[config.mk]
export PLATFORM = sky130hd
export DESIGN_NAME = status_led_blink_sequencer_unit
export DESIGN_NICKNAME = d
export VERILOG_FILES = /design/src/hw/rtl/slbs_pkg.sv /design/src/hw/rtl/slbs_core.sv /design/src/hw/rtl/slbs_out_stage.sv /design/src/hw/rtl/status_led_blink_sequencer_unit.sv
export VERILOG_INCLUDE_DIRS = /design/src /design/src/hw/rtl
export SDC_FILE = /design/constraint.sdc
export NUM_CORES = 1
export LEC_CHECK = 0
export BUFFER_PORTS_ARGS = -buffer_cell sky130_fd_sc_hd__buf_4
export CAP_MARGIN = 25
export CORE_MARGIN = 4
export CORE_UTILIZATION = 55
export DETAILED_ROUTE_END_ITERATION = 10
export PLACE_DENSITY = 0.76
export SYNTH_ARGS = -nofsm -noshare
export SYNTH_HDL_FRONTEND = slang
export SYNTH_SLANG_ARGS = --single-unit
[constraint.sdc]
create_clock -name clk -period 5.7 [get_ports clk]
set_clock_uncertainty 0.15 [all_clocks]
set_input_delay 0.57 -clock clk [delete_from_list [all_inputs] [get_ports clk]]
set_output_delay 0.57 -clock clk [all_outputs]
set_load 0.03 [all_outputs]
[src/hw/rtl/assert_macros.svh]
// ---------------------------------------------------------------------------
// assert_macros.svh
// shared concurrent assertion macros for the rtl of the led sequencer
// ---------------------------------------------------------------------------
`ifndef ASSERT_MACROS_SVH
`define ASSERT_MACROS_SVH

// same-cycle implication, checked outside reset
`define ASSERT_IMPLIES(label, clk, rst_n, ante, cons) \
    label: assert property (@(posedge clk) disable iff (!rst_n) (ante) |-> (cons)) \
        else $error("assertion failed: same-cycle implication");

// next-cycle implication, checked outside reset
`define ASSERT_IMPLIES_NEXT(label, clk, rst_n, ante, cons) \
    label: assert property (@(posedge clk) disable iff (!rst_n) (ante) |=> (cons)) \
        else $error("assertion failed: next-cycle implication");

`endif

[src/hw/rtl/slbs_pkg.sv]
// ---------------------------------------------------------------------------
// slbs_pkg
// shared widths, codes, blink tables and the result record
// ---------------------------------------------------------------------------
package slbs_pkg;

    localparam int PAT_W  = 4;
    localparam int STEP_W = 3;
    localparam int TIME_W = 32;
    localparam int DUR_W  = 12;

    // pattern codes
    localparam logic [PAT_W-1:0] PAT_BOOT  = 4'd0;
    localparam logic [PAT_W-1:0] PAT_PROV  = 4'd1;
    localparam logic [PAT_W-1:0] PAT_CONN  = 4'd2;
    localparam logic [PAT_W-1:0] PAT_LOCAL = 4'd3;
    localparam logic [PAT_W-1:0] PAT_CLOUD = 4'd4;
    localparam logic [PAT_W-1:0] PAT_FAULT = 4'd5;
    localparam logic [PAT_W-1:0] PAT_OTA   = 4'd6;
    localparam logic [PAT_W-1:0] PAT_OFF   = 4'd7;
    localparam logic [PAT_W-1:0] PAT_SOLID = 4'd8;
    localparam logic [PAT_W-1:0] PAT_MAX   = PAT_SOLID;

    // command codes
    localparam logic CMD_TICK = 1'b0;
    localparam logic CMD_SET  = 1'b1;

    // configuration register indexes
    localparam logic REG_LED_PRESENT = 1'b0;
    localparam logic REG_ACTIVE_LOW  = 1'b1;

    typedef struct packed {
        logic              pin_level;
        logic              led_lit;
        logic              pin_written;
        logic [PAT_W-1:0]  current_pattern;
        logic [STEP_W-1:0] step_index;
    } slbs_result_t;

    // number of steps in a pattern's cycle, zero for static patterns
    function automatic logic [STEP_W-1:0] step_count(input logic [PAT_W-1:0] pat);
        logic [STEP_W-1:0] cnt;
        unique case (pat)
            PAT_PROV, PAT_CONN, PAT_LOCAL, PAT_OTA: cnt = 3'd2;
            PAT_CLOUD:                              cnt = 3'd4;
            PAT_FAULT:                              cnt = 3'd6;
            default:                                cnt = 3'd0;
        endcase
        return cnt;
    endfunction

    // duration of one step in ms
    function automatic logic [DUR_W-1:0] step_dur(input logic [PAT_W-1:0] pat,
                                                  input logic [STEP_W-1:0] step);
        logic [DUR_W-1:0] dur;
        unique case (pat)
            PAT_PROV:  dur = 12'd120;
            PAT_CONN:  dur = 12'd500;
            PAT_LOCAL: dur = (step == 3'd0) ? 12'd60 : 12'd2940;
            PAT_CLOUD:
            begin
                case (step)
                    3'd0, 3'd2: dur = 12'd60;
                    3'd1:       dur = 12'd160;
                    default:    dur = 12'd2720;
                endcase
            end
            PAT_FAULT: dur = (step == 3'd5) ? 12'd600 : 12'd80;
            PAT_OTA:   dur = 12'd50;
            default:   dur = 12'd0;
        endcase
        return dur;
    endfunction

    // every cyclic table lights on even steps and goes dark on odd ones
    function automatic logic step_lit(input logic [STEP_W-1:0] step);
        return ~step[0];
    endfunction

endpackage

[src/hw/rtl/slbs_core.sv]
// ---------------------------------------------------------------------------
// slbs_core
// pattern state registers and the per-item tick / set update
// ---------------------------------------------------------------------------
`include "assert_macros.svh"

module slbs_core
(
    input  logic                             clk,
    input  logic                             rst_n,
    input  logic                             accept,
    input  logic                             command,
    input  logic [slbs_pkg::PAT_W-1:0]       new_pattern,
    input  logic [slbs_pkg::TIME_W-1:0]      now_ms,
    input  logic                             led_present,
    input  logic                             active_low,
    output slbs_pkg::slbs_result_t           result
);

    logic [slbs_pkg::PAT_W-1:0]  pattern_reg, pattern_next;
    logic [slbs_pkg::STEP_W-1:0] step_reg, step_next;
    logic [slbs_pkg::TIME_W-1:0] phase_reg, phase_next;
    logic                        lit_reg, lit_next;

    logic [slbs_pkg::STEP_W-1:0] count;
    logic [slbs_pkg::STEP_W-1:0] cur_step;
    logic [slbs_pkg::STEP_W-1:0] adv_step;
    logic [slbs_pkg::TIME_W-1:0] elapsed;
    logic                        expired;
    logic                        drove;

    always_comb
    begin
        count    = slbs_pkg::step_count(pattern_reg);
        cur_step = (step_reg < count) ? step_reg : '0;
        elapsed  = now_ms - phase_reg;
        expired  = elapsed >= slbs_pkg::TIME_W'(slbs_pkg::step_dur(pattern_reg, cur_step));
        adv_step = cur_step + 3'd1;
        if (adv_step >= count)
        begin
            adv_step = '0;
        end

        pattern_next = pattern_reg;
        step_next    = step_reg;
        phase_next   = phase_reg;
        lit_next     = lit_reg;
        drove        = 1'b0;

        if (command == slbs_pkg::CMD_SET)
        begin
            if (new_pattern <= slbs_pkg::PAT_MAX && new_pattern != pattern_reg)
            begin
                pattern_next = new_pattern;
                step_next    = '0;
                phase_next   = now_ms;
                if (new_pattern == slbs_pkg::PAT_OFF)
                begin
                    lit_next = 1'b0;
                    drove    = 1'b1;
                end
                else if (new_pattern == slbs_pkg::PAT_SOLID ||
                         new_pattern == slbs_pkg::PAT_BOOT)
                begin
                    lit_next = 1'b1;
                    drove    = 1'b1;
                end
            end
        end
        else if (count != '0 && expired)
        begin
            step_next  = adv_step;
            phase_next = now_ms;
            lit_next   = slbs_pkg::step_lit(adv_step);
            drove      = 1'b1;
        end

        result.pin_level       = led_present & (lit_next ^ active_low);
        result.led_lit         = lit_next;
        result.pin_written     = led_present & drove;
        result.current_pattern = pattern_next;
        result.step_index      = step_next;
    end

    always_ff @(posedge clk or negedge rst_n)
    begin
        if (!rst_n)
        begin
            pattern_reg <= slbs_pkg::PAT_BOOT;
            step_reg    <= '0;
            phase_reg   <= '0;
            lit_reg     <= 1'b1;
        end
        else if (accept)
        begin
            pattern_reg <= pattern_next;
            step_reg    <= step_next;
            phase_reg   <= phase_next;
            lit_reg     <= lit_next;
        end
    end

    // static patterns never leave step zero
    `ASSERT_IMPLIES(a_static_step_zero, clk, rst_n,
        slbs_pkg::step_count(pattern_reg) == '0, step_reg == '0)
    // cyclic patterns keep the step inside their table
    `ASSERT_IMPLIES(a_cyclic_step_in_range, clk, rst_n,
        slbs_pkg::step_count(pattern_reg) != '0,
        step_reg < slbs_pkg::step_count(pattern_reg))

endmodule

[src/hw/rtl/slbs_out_stage.sv]
// ---------------------------------------------------------------------------
// slbs_out_stage
// result register with valid/ready toward the receiver
// ---------------------------------------------------------------------------
module slbs_out_stage
(
    input  logic                   clk,
    input  logic                   rst_n,
    input  logic                   load,
    input  slbs_pkg::slbs_result_t d,
    input  logic                   out_ready,
    output logic                   out_valid,
    output logic                   can_load,
    output slbs_pkg::slbs_result_t q
);

    logic                   valid_reg, valid_next;
    slbs_pkg::slbs_result_t data_reg;

    // free when empty or being drained this cycle
    assign can_load = ~valid_reg | out_ready;

    always_comb
    begin
        valid_next = valid_reg;
        if (load)
        begin
            valid_next = 1'b1;
        end
        else if (out_ready)
        begin
            valid_next = 1'b0;
        end
    end

    always_ff @(posedge clk or negedge rst_n)
    begin
        if (!rst_n)
        begin
            valid_reg <= 1'b0;
        end
        else
        begin
            valid_reg <= valid_next;
        end
    end

    always_ff @(posedge clk)
    begin
        if (load)
        begin
            data_reg <= d;
        end
    end

    assign out_valid = valid_reg;
    assign q         = data_reg;

endmodule

[src/hw/rtl/status_led_blink_sequencer_unit.sv]
// ---------------------------------------------------------------------------
// status_led_blink_sequencer_unit
// status led pattern sequencer: set/tick items in, pin level results out
// ---------------------------------------------------------------------------
// usage
//   input channel: in_valid/in_ready carry one item (command, new_pattern,
//     now_ms); a set item selects a pattern, a tick item advances time
//   output channel: out_valid/out_ready carry one result per item
//     (pin_level, led_lit, pin_written, current_pattern, step_index)
//   config port: cfg_we writes cfg_wdata into register cfg_addr
//     (led_present, active_low); write only while no item is in flight
//   latency: the result of an item is valid one cycle after acceptance
//   throughput: one item per cycle; the blink state update and the
//     32-bit elapsed-time compare fit in the single cycle between the
//     input handshake and the result register
//   stall: while the receiver holds out_ready low the result register
//     stays full and in_ready drops; it rises again as the result drains
//   reset: pattern booting, step 0, phase start 0, led lit;
//     led_present = 1, active_low = 0, no result pending
// ---------------------------------------------------------------------------
`include "assert_macros.svh"

module status_led_blink_sequencer_unit
(
    input  logic                        clk,
    input  logic                        rst_n,

    // configuration port
    input  logic                        cfg_we,
    input  logic                        cfg_addr,
    input  logic                        cfg_wdata,

    // input items
    input  logic                        in_valid,
    output logic                        in_ready,
    input  logic                        command,
    input  logic [slbs_pkg::PAT_W-1:0]  new_pattern,
    input  logic [slbs_pkg::TIME_W-1:0] now_ms,

    // result items
    output logic                        out_valid,
    input  logic                        out_ready,
    output logic                        pin_level,
    output logic                        led_lit,
    output logic                        pin_written,
    output logic [slbs_pkg::PAT_W-1:0]  current_pattern,
    output logic [slbs_pkg::STEP_W-1:0] step_index
);

    logic                   led_present_reg;
    logic                   active_low_reg;
    logic                   accept;
    logic                   can_load;
    slbs_pkg::slbs_result_t core_result;
    slbs_pkg::slbs_result_t out_result;

    // configuration registers
    always_ff @(posedge clk or negedge rst_n)
    begin
        if (!rst_n)
        begin
            led_present_reg <= 1'b1;
            active_low_reg  <= 1'b0;
        end
        else if (cfg_we)
        begin
            unique case (cfg_addr)
                slbs_pkg::REG_LED_PRESENT: led_present_reg <= cfg_wdata;
                slbs_pkg::REG_ACTIVE_LOW:  active_low_reg  <= cfg_wdata;
                default:                   ;
            endcase
        end
    end

    // an item enters whenever the result register can take its result
    assign in_ready = can_load;
    assign accept   = in_valid & can_load;

    // blink state and per-item update
    slbs_core u_core
    (
        .clk         (clk),
        .rst_n       (rst_n),
        .accept      (accept),
        .command     (command),
        .new_pattern (new_pattern),
        .now_ms      (now_ms),
        .led_present (led_present_reg),
        .active_low  (active_low_reg),
        .result      (core_result)
    );

    // result register toward the receiver
    slbs_out_stage u_out
    (
        .clk       (clk),
        .rst_n     (rst_n),
        .load      (accept),
        .d         (core_result),
        .out_ready (out_ready),
        .out_valid (out_valid),
        .can_load  (can_load),
        .q         (out_result)
    );

    assign pin_level       = out_result.pin_level;
    assign led_lit         = out_result.led_lit;
    assign pin_written     = out_result.pin_written;
    assign current_pattern = out_result.current_pattern;
    assign step_index      = out_result.step_index;

    // every accepted item shows up as a result in the next cycle
    `ASSERT_IMPLIES_NEXT(a_accept_gives_result, clk, rst_n, in_valid && in_ready, out_valid)

endmodule

# Word level (Yosys, flattened, before mapping)
# Cells that the tools add are included.
# Widths: inputs -> output; s select.
op_classes:
  n_addsub: 2
  n_lt_le_gt_ge: 4
  eq_ne: 13
  mux: 27
  bitwise_logic: 8
  reduce_logical: 13
op_table:
  columns: ["cell", "n"]
  rows:
  - ["$mux 32", 3]
  - ["$pmux 12 s6", 1]
  - ["$ge 32x12->1", 1]
  - ["$sub 32x32->32", 1]
  - ["$pmux 12 s2", 1]
  - ["$eq 4x3->1 const B", 4]
  - ["$mux 3", 5]
  - ["$mux 1", 12]
  - ["$mux 12", 1]
  - ["$mux 10", 1]
  - ["$pmux 3 s3", 1]
  - ["$eq 4x2->1 const B", 2]
  - ["$mux 4", 2]
  - ["$eq 4x1->1 const B", 1]
  - ["$eq 4x4->1 const B", 1]
  - ["$le 4x4->1 const B", 1]
  - ["$logic_not 4->1", 1]
  - ["$ne 4x4->1", 1]
  - ["$reduce_and 2->1", 2]
  - ["$reduce_bool 2->1", 2]
  - ["$reduce_or 4->1", 1]
  - ["$add 3x1->3 const B", 1]
  - ["$and 1x1->1", 3]
  - ["$eq 3x1->1 const B", 1]
  - ["other kinds (14)", 17]
totals:
  register_bits: 53
  in_bits: 44
  output_inout_bits: 12
  wordCells: 79

# Longest topological paths before layout
# Gate-level depths: netlist (run 1).
logic_depth:
  ltp_word: 15
  mapped_depth: 26
  mapped_depth_nobuf: 24

# By module
# From an unflattened synthesis (run 1), not the netlist that was laid out.
unflattened:
  cells_unflattened: 575
  area_unflattened_um2: 5059.9
modules_own_cells:
  columns: ["module", "instances", "cells_per_inst", "area_each_um2", "seq_area_each_um2"]
  rows:
  - ["slbs_core", 1, 555, 4618.2, 1002.2]
  - ["slbs_out_stage", 1, 13, 347.8, 325.3]
  - ["status_led_blink_sequencer_unit", 1, 7, 93.8, 51.3]

# Worst setup path after synthesis (run 1)
# No wires, ideal clock.
synth_timing:
  kind: "reg-to-reg"
  startpoint: "register u_core.pattern_reg[3] in the netlist's numbering"
  endpoint: "register u_core.phase_reg[10] in the netlist's numbering"
  setup_time_ps: 125
  arrival_ps: 4765
  t_required_ps: 5425
  setup_slack_ps: 659
  stages_incl_launch_ff: 25
  n_path_buf: 2
  synth_period_minus_slack_ps: 5041
  path_cell_list: "dfrtp_1 clkbuf_1 nor2_1 nand2_1 ha_1 or3_1 ha_1 o21ai_0 nand3_1 o21ai_0 nand2_1 o31a_1 ha_1 a21o_1 a221oi_1 o31ai_1 a211oi_1 nand4_1 a2111oi_2 nor4b_4 nand4_1 nand2_2 a21oi_4 buf_6 mux2_4"
synth_between:
  elab_chain_cells: 13
  word_cells_on_any_way: 27
  classes_between: "order compare: 2; eq/ne: 11; mux: 6; reduce/logical: 8"
synth_lines:
  columns: ["element", "line", "source"]
  rows:
  - ["start: declaration", "slbs_core.sv:20", "logic [slbs_pkg::PAT_W-1:0] pattern_reg, pattern_next;"]
  - ["start signal: assignment", "slbs_core.sv:89", "pattern_reg <= slbs_pkg::PAT_BOOT;"]
  - ["start signal: assignment", "slbs_core.sv:96", "pattern_reg <= pattern_next;"]
  - ["$eq 4x1->1, or another cell as far along", "slbs_pkg.sv:43, slbs_pkg.sv:56", null]
  - ["$reduce_or 4->1", "slbs_pkg.sv:43", "unique case (pat)"]
  - ["$pmux 3 s3", "slbs_pkg.sv:43", null]
  - ["$lt 3x3->1", "slbs_core.sv:35", "cur_step = (step_reg < count) ? step_reg : '0;"]
  - ["$mux 3", "slbs_core.sv:35", null]
  - ["$eq 3x2->1 or $logic_not 3->1 (tied branches)", "slbs_pkg.sv:62, slbs_pkg.sv:59", null]
  - ["$reduce_or 2->1", "slbs_pkg.sv:62", "case (step)"]
  - ["$pmux 12 s2", "slbs_pkg.sv:62", null]
  - ["$pmux 12 s6", "slbs_pkg.sv:56", "unique case (pat)"]
  - ["$ge 32x12->1", "slbs_core.sv:37", "expired = elapsed >= slbs_pkg::TIME_W'(slbs_pkg::step_dur(pattern_reg, cur_step));"]
  - ["$logic_and 1x1->1", "slbs_core.sv:70", "else if (count != '0 && expired)"]
  - ["$reduce_bool 2->1 (no source line)", null, null]
  - ["$reduce_and 3->1 (no source line) *", null, null]
  - ["end signal: assignment", "slbs_core.sv:98", "phase_reg <= phase_next;"]
  - ["end: declaration", "slbs_core.sv:22", "logic [slbs_pkg::TIME_W-1:0] phase_reg, phase_next;"]
# Every way passes the cells marked *; elsewhere a longest branch is shown, timed or not.
# A chain may end at the register's enable or synchronous reset.

# Worst setup path after layout (run 1)
layout_timing:
  startpoint: "register u_core.pattern_reg[1] in the netlist's numbering"
  endpoint: "register u_core.phase_reg[10] in the netlist's numbering"
# Same word-level chain as after synthesis.

==> qor.yml, run 1 <==
outcome:
  status: "complete, no violations"
yosys:
  synth_area_leaders: "dfrtp_1 20%, ha_1 12%, mux2_4 8.0%"
  synth_top_area_cell: "dfrtp_1"
  synth.net_count: 665
  synth_flop_cell: "dfrtp_1"
  synth_top_cells_by_count: "62 x nand2_1, 49 x inv_1, 48 x ha_1"
  ys_warn_count: 0
  syn_inst: 572
  ys_seq_elements: 53
  post-synth-top-count-cell: "nand2_1"
  synth_top_cell_area_share: 0.204
  syn_area_um2: 5040
  ys_seq_area_frac: 0.274
  synth_edf_count: 10
  avgSynthCellArea_um2: 8.81
  synth_cell_types: 68
  synth-async-reset-ratio: 0.811
routing:
  drcViolationCount: 0
  wire_per_inst_um: 15.7
  via_count: 4392
  routed_wl_mm: 11.6
  drtAntennaViolNets: 0
  first_pass_iters: 5
  drtIter0Drc: 245
  viasPerCell: 5.98
clock_tree:
  path_clk_slew_ns: 0.10
  clock_latency_ns: 0.32
  cts_made_buffers: 5
  cts_tree: "done"
  htree_levels: 2
  clock_sinks: 53
  clk_path_buf_depth: 2
  cts-root-buf: "clkbuf_8"
worst_setup_path:
  critical_path_class: "reg2reg"
  crit_chain: "nor2_4 -> nand2_1 -> ha_1 -> or3_1 -> ha_1 -> o21ai_0 -> nand3_1 -> o21ai_0 -> nand2_1 -> o31a_1 -> ha_1 -> a21o_1 -> a221oi_1 -> o31ai_1 -> a211oi_1 -> nand4_1 -> a2111oi_2 -> nor4b_4 -> nand4_1 -> nand2_2 -> a21oi_4 -> buf_12 -> mux2_4"
  cp.arrival_ns: 5.42
  crit_buf_inv: 1
  reg2reg_depth: 23
  cpPeakStageDelay_ns: 0.48
  path_depth: 23
  path_common_cell: "ha_1"
  endpoint_kind: "register"
  required_ns: 5.76
  r2r_setup_slack_ns: 0.34
  path_max_fanout: 21
  critPathLaunchType: "register"
  slowest_stage: "dfrtp_2"
  cp_top_family: "compound AO/OA/AOI/OAI gates"
sta:
  worst_pin_slew_ns: 0.582
  setup_viol: 0
  rsz0062_at_grt: "no"
  finalCritPeriodShare: 0.941
  clock.fmax_mhz: 186
  tns_ns: 0
  slew_violations: 0
  relSlewSlack: 0.608
  period_minus_slack_ns: 5.36
  final_hold_viol_count: 0
die:
  rows: 34
  die_area_um2: 10800
  die_y_um: 104
  core_area_um2: 8810
  die_width_um: 104
  io_pins: 56
  start_util: 0.572
grt:
  grt_pass1_vias: 4100
  grt_pass1_wl_mm: 19.3
  antenna_found_initial: 0
  grt_overflow: 0
  groute.usage.overall: 0.211
  grt_max_degree: 44
final_layout:
  final_cells: 735
  diodes: 0
  multi_input_area_um2: 3350
  final_area_um2: 5680
  largest_reg_flops: 32
  nets: 719
  syn2layout_area_growth_pct: 12.7
  nFillCells: 745
  final_core_util: 0.645
  drive_above_1_share: 0.220
  ff_latch_area_um2: 1380
worst_hold_path:
  hp-class: "in2async"
power:
  p_leak_nw: 2.57
  power_mw: 2.53
  power_density_nw_per_um2: 445
  peakVddDrop_mv: 0.207
place:
  io_buffers: 55
  place.gp.congestion: 0.910
  dp.cells: 717
  placed_area_um2: 5500
  place_hpwl_mm: 9.03
job:
  drv_cap: 0
-- worst reg2reg max path, stage by stage, from the launching register on --
cell	delay, ns
dfrtp_2	0.48
nor2_4	0.16
nand2_1	0.10
ha_1	0.29
or3_1	0.42
ha_1	0.25
o21ai_0	0.18
nand3_1	0.10
o21ai_0	0.09
nand2_1	0.10
o31a_1	0.12
ha_1	0.29
a21o_1	0.18
a221oi_1	0.28
o31ai_1	0.12
a211oi_1	0.22
nand4_1	0.16
a2111oi_2	0.34
nor4b_4	0.28
nand4_1	0.16
nand2_2	0.16
a21oi_4	0.12
buf_12	0.20
mux2_4	0.31
-- path summary, 6_finish.rpt --
kind,start,endpoint
setup / recovery,u_core.pattern_reg[1],u_core.phase_reg[10]
hold reg to reg,u_core.phase_reg[2],u_core.phase_reg[2]
max in group asynchronous,rst_n,u_core.pattern_reg[3]
min in group clk,in_valid,u_out.out_valid
hold / removal,rst_n,u_core.phase_reg[8]
setup reg to reg,u_core.pattern_reg[1],u_core.phase_reg[10]
-- cell usage in the layout, fill, tap and decap left out, drive strengths merged, types with 5 or more instances in the layout --
cell / netlist / final
a211oi: 8 / 8
a21boi: 6 / 6
a21o: 9 / 9
a21oi: 46 / 46
buf: 13 / 70
clkbuf: 10 / 6
dfrtp: 41 / 41
edfxtp: 10 / 10
ha: 48 / 48
inv: 49 / 49
mux2: 39 / 39
nand2: 63 / 63
nand2b: 11 / 11
nand3: 7 / 7
nand4: 17 / 17
nor2: 30 / 30
nor2b: 6 / 6
nor3: 11 / 11
o211ai: 8 / 8
o21a: 5 / 5
o21ai: 39 / 39
or3: 6 / 6
xnor2: 17 / 17
xor2: 9 / 9
-- final cells by class --
class	instances	area share
Timing Repair Buffer	70	0.0947
Clock inverter	2	0.00264
Sequential cell	53	0.243
Multi-Input combinational cell	446	0.590
Tap cell	108	0.0238
Clock buffer	6	0.0128
Inverter	50	0.0330
-- routing by layer --
layer,up-vias,global-route usage,wire length [µm],part of all wire
li1,2168,-,-,-
met4,0,0.0437,100,0.0086
met2,142,0.350,5470,0.47
met3,8,0.0305,645,0.056
met5,-,0,0,0
met1,2074,0.294,5360,0.46
-- power breakdown --
group / total [mW] / internal (mW) / switching (mW)
sequential: 0.580 / 0.507 / 0.0736
clock: 0.225 / 0.0871 / 0.138
combinational: 1.72 / 0.760 / 0.961
-- logic make-up (layout without fill, tap and decap cells) --
family	count (synthesis)	after routing	synth area share
simple gates	167	167	0.163
compound gates	162	162	0.218
buf+inv	73	128	0.0640
flops	53	53	0.274
fa+ha+maj	49	49	0.123
mux	42	42	0.113
xor+xnor	26	26	0.0452
-- stage by stage --
step / hold slack (ns) / setup WS, ns
after floorplan: 0.124 / 0.659
after global placement: 0.341 / 0.308
after detailed placement: 0.345 / 0.0429
after CTS: 0.111 / 0.00490
after global routing: 0.132 / 0.0122
final: 0.0886 / 0.336
-- repair_timing --
action | in CTS | in global routing
endpoints found under the setup margin | 0 | 39
buffers inserted | 0 | 10
hold buffers | 0 | 0
gates resized for setup | 0 | 6
No activity file was read; power rests on OpenSTA's default activity.
==> inputs of run 2 (changes only) <==
--- a/config.mk
+++ b/config.mk
@@ -6,12 +6,13 @@
 export SDC_FILE = /design/constraint.sdc
 export NUM_CORES = 1
 export LEC_CHECK = 0
-export BUFFER_PORTS_ARGS = -buffer_cell sky130_fd_sc_hd__buf_4
 export CAP_MARGIN = 25
 export CORE_MARGIN = 4
 export CORE_UTILIZATION = 55
+export CTS_BUF_LIST = sky130_fd_sc_hd__clkbuf_16
 export DETAILED_ROUTE_END_ITERATION = 10
-export PLACE_DENSITY = 0.76
+export DONT_BUFFER_PORTS = 1
+export PLACE_DENSITY = 0.7
 export SYNTH_ARGS = -nofsm -noshare
 export SYNTH_HDL_FRONTEND = slang
 export SYNTH_SLANG_ARGS = --single-unit
==> run 2 against run 1 <==
Compared with the run above: core utilization down 4.1 points; clock-buffer cell count decreased by 1; cell area down 6.3%; sequential share of layout area grew 1.6 points; total power grew 1.6%; global-route usage about the same; critical path depth is 2 higher; worst hold slack gained 0.15 ns; via count shrank 6.4%; register-to-register slack better by 0.12 ns; highest routed layer unchanged.
==> qor.yml, run 2 (synthesis gave the netlist of run 1 again) <==
die:
  core_area_um2: 8810
  rows: 34
  die_area_um2: 10800
  die_width_um: 104
  start_util: 0.572
  die_y_um: 104
  io_pins: 56
worst_setup_path:
  endpoint_kind: "register"
  cp.arrival_ns: 5.27
  crit_buf_inv: 2
  cp_top_family: "compound AO/OA/AOI/OAI gates"
  reg2reg_depth: 25
  critPathLaunchType: "register"
  cpPeakStageDelay_ns: 0.46
  r2r_setup_slack_ns: 0.45
  r2r_end: "u_core.phase_reg[23]"
  r2r_start: "u_core.pattern_reg[1]"
  slowest_stage: "dfrtp_2"
  required_ns: 5.73
  critical_path_class: "reg2reg"
  path_max_fanout: 14
  path_common_cell: "ha_1"
job:
  drv_cap: 0
power:
  p_leak_nw: 2.33
  peakVddDrop_mv: 0.197
  power_density_nw_per_um2: 482
routing:
  wire_per_inst_um: 16.7
  drtAntennaViolNets: 0
  first_pass_iters: 5
  routed_wl_mm: 11.3
  via_count: 4110
  drtIter0Drc: 228
  drcViolationCount: 0
  viasPerCell: 6.07
sta:
  setup_viol: 0
  relSlewSlack: 0.558
  setup_ws_ns: 0.454
  period_minus_slack_ns: 5.25
  tns_ns: 0
  worst_pin_slew_ns: 0.656
  slew_violations: 0
  final_hold_viol_count: 0
  rsz0062_at_grt: "no"
  finalCritPeriodShare: 0.920
  clock.fmax_mhz: 191
  hold_ws_ns: 0.237
clock_tree:
  path_clk_slew_ns: 0.07
  htree_levels: 2
  clock_sinks: 53
  cts_tree: "done"
  clock_latency_ns: 0.29
  cts_made_buffers: 5
  cts-root-buf: "clkbuf_16"
  clk_path_buf_depth: 2
final_layout:
  drive_above_1_share: 0.139
  largest_reg_flops: 32
  nets: 661
  diodes: 0
  layout_common_cells: "62 x nand2_1, 49 x inv_1, 48 x ha_1, 41 x a21oi_1, 40 x dfrtp_1"
  final_core_util: 0.605
  final_common_cell: "nand2_1"
  syn2layout_area_growth_pct: 5.63
  nFillCells: 794
grt:
  antenna_found_initial: 0
  grt_overflow: 0
  grt_pass1_wl_mm: 19.3
  grt_pass1_vias: 3944
  grt_max_degree: 44
  groute.usage.overall: 0.211
place:
  dpl_worst_slack_ns: 0.177
  place.gp.congestion: 0.903
  place_hpwl_mm: 8.91
  io_buffers: 0
worst_hold_path:
  hold-path-cell-count: 1
  hp-class: "in2reg"
  worstHoldEndpoint: "u_out.out_valid"
  hp-start: "in_valid"
outcome:
  status: "complete, no violations"
[run 2: area by class of cell]
cell class                      count  area [µm²]  share of cell area
Sequential cell                    53        1380               0.259
Multi-Input combinational cell    446        3360               0.631
Timing Repair Buffer               12         116              0.0219
Clock inverter                      3        21.3             0.00399
Tap cell                          108         135              0.0254
Inverter                           50         188              0.0352
Clock buffer                        5         125              0.0235
[run 2: worst reg2reg max path: stages, from the launching register on]
cell and delay [ns]:
dfrtp_2 0.46, nor2_4 0.16, nand2_1 0.10, ha_1 0.29
a21oi_1 0.16, and2_2 0.21, inv_1 0.09, ha_1 0.21
o21ai_0 0.16, nand3_1 0.09, o21ai_0 0.08, nand2_1 0.11
o31a_1 0.12, ha_1 0.30, a21o_1 0.19, a221oi_1 0.28
o31ai_1 0.11, a211oi_1 0.21, nand4_1 0.13, a2111oi_2 0.34
nor4b_4 0.28, nand4_1 0.16, nand2_2 0.13, a21oi_4 0.06
buf_4 0.23, mux2_4 0.34
[run 2: power by group]
group / leakage (nW) / switching, mW / internal (mW)
registers: 0.608 / 0.0882 / 0.508
logic: 1.65 / 0.933 / 0.728
clock network: 0.0702 / 0.146 / 0.164
total: 2.33 / 1.17 / 1.40
[run 2: how the worst max path moves through the flow]
stage | from | end | cells after the start
6_report | u_core.pattern_reg[1] | u_core.phase_reg[23] | 25
5_1_grt | u_core.pattern_reg[1] | u_core.phase_reg[23] | 25
3_5_place_dp | u_core.pattern_reg[1] | u_core.phase_reg[10] | 25
4_1_cts | u_core.pattern_reg[1] | u_core.phase_reg[15] | 25
2_1_floorplan | u_core.pattern_reg[3] | u_core.phase_reg[10] | 24
3_3_place_gp | u_core.pattern_reg[1] | u_core.phase_reg[17] | 25
[run 2: layer usage]
metal	track usage	vias to the layer above	routed length, µm
met3	0.0398	8	653
li1	-	2055	-
met2	0.333	130	5040
met4	0.0465	0	97
met5	0	-	0
met1	0.302	1917	5520
[run 2: per-stage QoR]
step | std cells | instance area [µm²] | total power [mW]
global placement | 662 | 5080 | 2.19
CTS | 672 | 5260 | 2.55
global route | 677 | 5330 | 2.80
detailed placement | 662 | 5080 | 2.22
floorplan | 572 | 5040 | 1.90
finish | 677 | 5330 | 2.57
[run 2: timing repair]
item / CTS / global route
hold buffers: 2 / 0
setup endpoints to repair: 0 / 39
setup buffers: 0 / 5
resized for setup: 0 / 7
hold endpoints to repair: 43 / 0
==> inputs of run 3 (changes only) <==
--- a/config.mk
+++ b/config.mk
@@ -8,11 +8,11 @@
 export LEC_CHECK = 0
 export CAP_MARGIN = 25
 export CORE_MARGIN = 4
-export CORE_UTILIZATION = 55
+export CORE_UTILIZATION = 45
 export CTS_BUF_LIST = sky130_fd_sc_hd__clkbuf_16
 export DETAILED_ROUTE_END_ITERATION = 10
 export DONT_BUFFER_PORTS = 1
-export PLACE_DENSITY = 0.7
+export PLACE_DENSITY = 0.6
 export SYNTH_ARGS = -nofsm -noshare
 export SYNTH_HDL_FRONTEND = slang
 export SYNTH_SLANG_ARGS = --single-unit
==> run 3 against run 2 <==
Compared with the run above: routed wire length increased by 4.7%; clock-buffer cell count unchanged; combinational power about the same; critical path type unchanged; register-to-register slack got worse by 0.13 ns; largest cell class unchanged; worst setup slack got worse by 0.13 ns.
==> qor.yml, run 3 (synthesis gave the netlist of run 1 again) <==
outcome:
  status: "complete, no violations"
final_layout:
  final_common_cell: "nand2_1"
  layout_common_cells: "62 x nand2_1, 50 x inv_1, 48 x ha_1, 40 x a21oi_1, 40 x dfrtp_1"
  largest_reg_flops: 32
  drive_above_1_share: 0.139
  multi_input_area_um2: 3360
  nets: 661
  nFillCells: 1055
  diodes: 0
  final_core_util: 0.494
  ff_latch_area_um2: 1380
  syn2layout_area_growth_pct: 6.75
place:
  place.gp.congestion: 0.887
  place_hpwl_mm: 9.17
  io_buffers: 0
  dpl_worst_slack_ns: 0.0752
sta:
  clock.fmax_mhz: 186
  setup_viol: 0
  hold_ws_ns: 0.228
  period_minus_slack_ns: 5.37
  tns_ns: 0
  finalCritPeriodShare: 0.943
  slew_violations: 0
  worst_pin_slew_ns: 0.661
  final_hold_viol_count: 0
  relSlewSlack: 0.555
  rsz0062_at_grt: "no"
  setup_ws_ns: 0.326
grt:
  groute.usage.overall: 0.186
  grt_pass1_wl_mm: 20.0
  grt_overflow: 0
  antenna_found_initial: 0
  grt_pass1_vias: 4082
  grt_max_degree: 44
worst_setup_path:
  path_max_fanout: 21
  critical_path_class: "reg2reg"
  crit_start: "u_core.pattern_reg[1]"
  cpPeakStageDelay_ns: 0.46
  required_ns: 5.73
  slowest_stage: "dfrtp_2"
  crit_chain: "nor2_4 -> nand2_1 -> ha_1 -> or3_1 -> ha_1 -> o21ai_0 -> nand3_1 -> o21ai_0 -> nand2_1 -> o31a_1 -> ha_1 -> a21o_1 -> a221oi_1 -> o31ai_1 -> a211oi_1 -> nand4_1 -> a2111oi_2 -> nor4b_4 -> nand4_1 -> nand2_2 -> a21oi_4 -> buf_12 -> mux2_4"
  critPathLaunchType: "register"
  endpoint_kind: "register"
  cp.arrival_ns: 5.40
  r2r_start: "u_core.pattern_reg[1]"
  path_common_cell: "ha_1"
worst_hold_path:
  hp-class: "in2reg"
  hp-start: "in_valid"
clock_tree:
  cts_tree: "done"
  clk_path_buf_depth: 2
  path_clk_slew_ns: 0.08
  htree_levels: 2
  clock_latency_ns: 0.30
  cts_made_buffers: 5
  cts-root-buf: "clkbuf_16"
  clock_sinks: 53
routing:
  viasPerCell: 5.83
  via_count: 4135
  drtIter0Drc: 262
  routed_wl_mm: 11.9
  drtAntennaViolNets: 0
  drcViolationCount: 0
  first_pass_iters: 6
  wire_per_inst_um: 16.7
die:
  die_y_um: 114
  rows: 38
  die_width_um: 114
  core_area_um2: 10900
  io_pins: 56
  die_area_um2: 13000
  start_util: 0.463
power:
  p_sw_frac: 0.454
  power_density_nw_per_um2: 476
  p_leak_nw: 2.33
  seq_power_share: 0.232
  cell_internal_pwr_mw: 1.40
  comb_power_share: 0.648
  p_clk_frac: 0.120
  peakVddDrop_mv: 0.214
  power.switching_mw: 1.16
job:
  drv_cap: 0
run 3: cell count changes in the layout (fill, tap and decap cells not counted), sizes merged:
| cell | before | now |
|---|---|---|
| clkinvlp | 1 | 2 |
| clkinv | 2 | 1 |
run 3: path summary, 6_finish.rpt:
check                      depth (start not counted)                  end  slack, ns
hold reg to reg                                    1  u_core.phase_reg[3]       0.36
setup reg to reg                                  23  u_core.phase_reg[6]       0.33
hold / removal                                     1      u_out.out_valid       0.23
setup / recovery                                  23  u_core.phase_reg[6]       0.33
max in group asynchronous                          2      led_present_reg       4.49
min in group asynchronous                          2  u_core.phase_reg[1]       0.64
run 3: routing by layer:
metal,GRT usage,share of wire,vias to the layer above
li1,-,-,2054
met1,0.251,0.46,1943
met2,0.306,0.46,125
met3,0.0393,0.061,13
met4,0.0451,0.013,0
met5,0,0,-
run 3: power by group through the flow:
stage,sequential (mW),clock (mW),combinational [mW]
after global placement,0.597,0,1.60
after floorplan,0.580,0,1.32
final,0.595,0.307,1.66
after global routing,0.613,0.336,1.86
after CTS,0.595,0.319,1.64
after detailed placement,0.601,0,1.62
run 3: layout make-up:
type | instances | share of cell area
repair buffers | 12 | 0.0256
flip-flops and latches | 53 | 0.256
multi-input cells | 446 | 0.624
inverters | 50 | 0.0349
clock inverters | 3 | 0.00349
well taps | 140 | 0.0326
clock buffers | 5 | 0.0233
run 3: metrics by stage:
stage / std cells / cell area [µm²] / power, mW
2_1_floorplan: 572 / 5040 / 1.90
3_5_place_dp: 695 / 5140 / 2.22
3_3_place_gp: 695 / 5140 / 2.20
6_report: 709 / 5380 / 2.56
4_1_cts: 705 / 5320 / 2.55
5_1_grt: 709 / 5380 / 2.81
run 3: worst max-delay path, delay by kind of cell (launching register included):
| family | cells | cell delay [ns] |
|---|---|---|
| buffers and inverters | 1 | 0.19 |
| muxes | 1 | 0.31 |
| DFF | 1 | 0.46 |
| adders and majority gates | 3 | 0.86 |
| AOI/OAI and AO/OA | 9 | 1.63 |
| and+or+nand+nor | 9 | 1.62 |
run 3: timing repair:
action	CTS	global route
endpoints found under the hold margin	43	0
resized for setup	0	6
buffers inserted	0	4
setup endpoints to repair	0	40
hold buffers	2	0
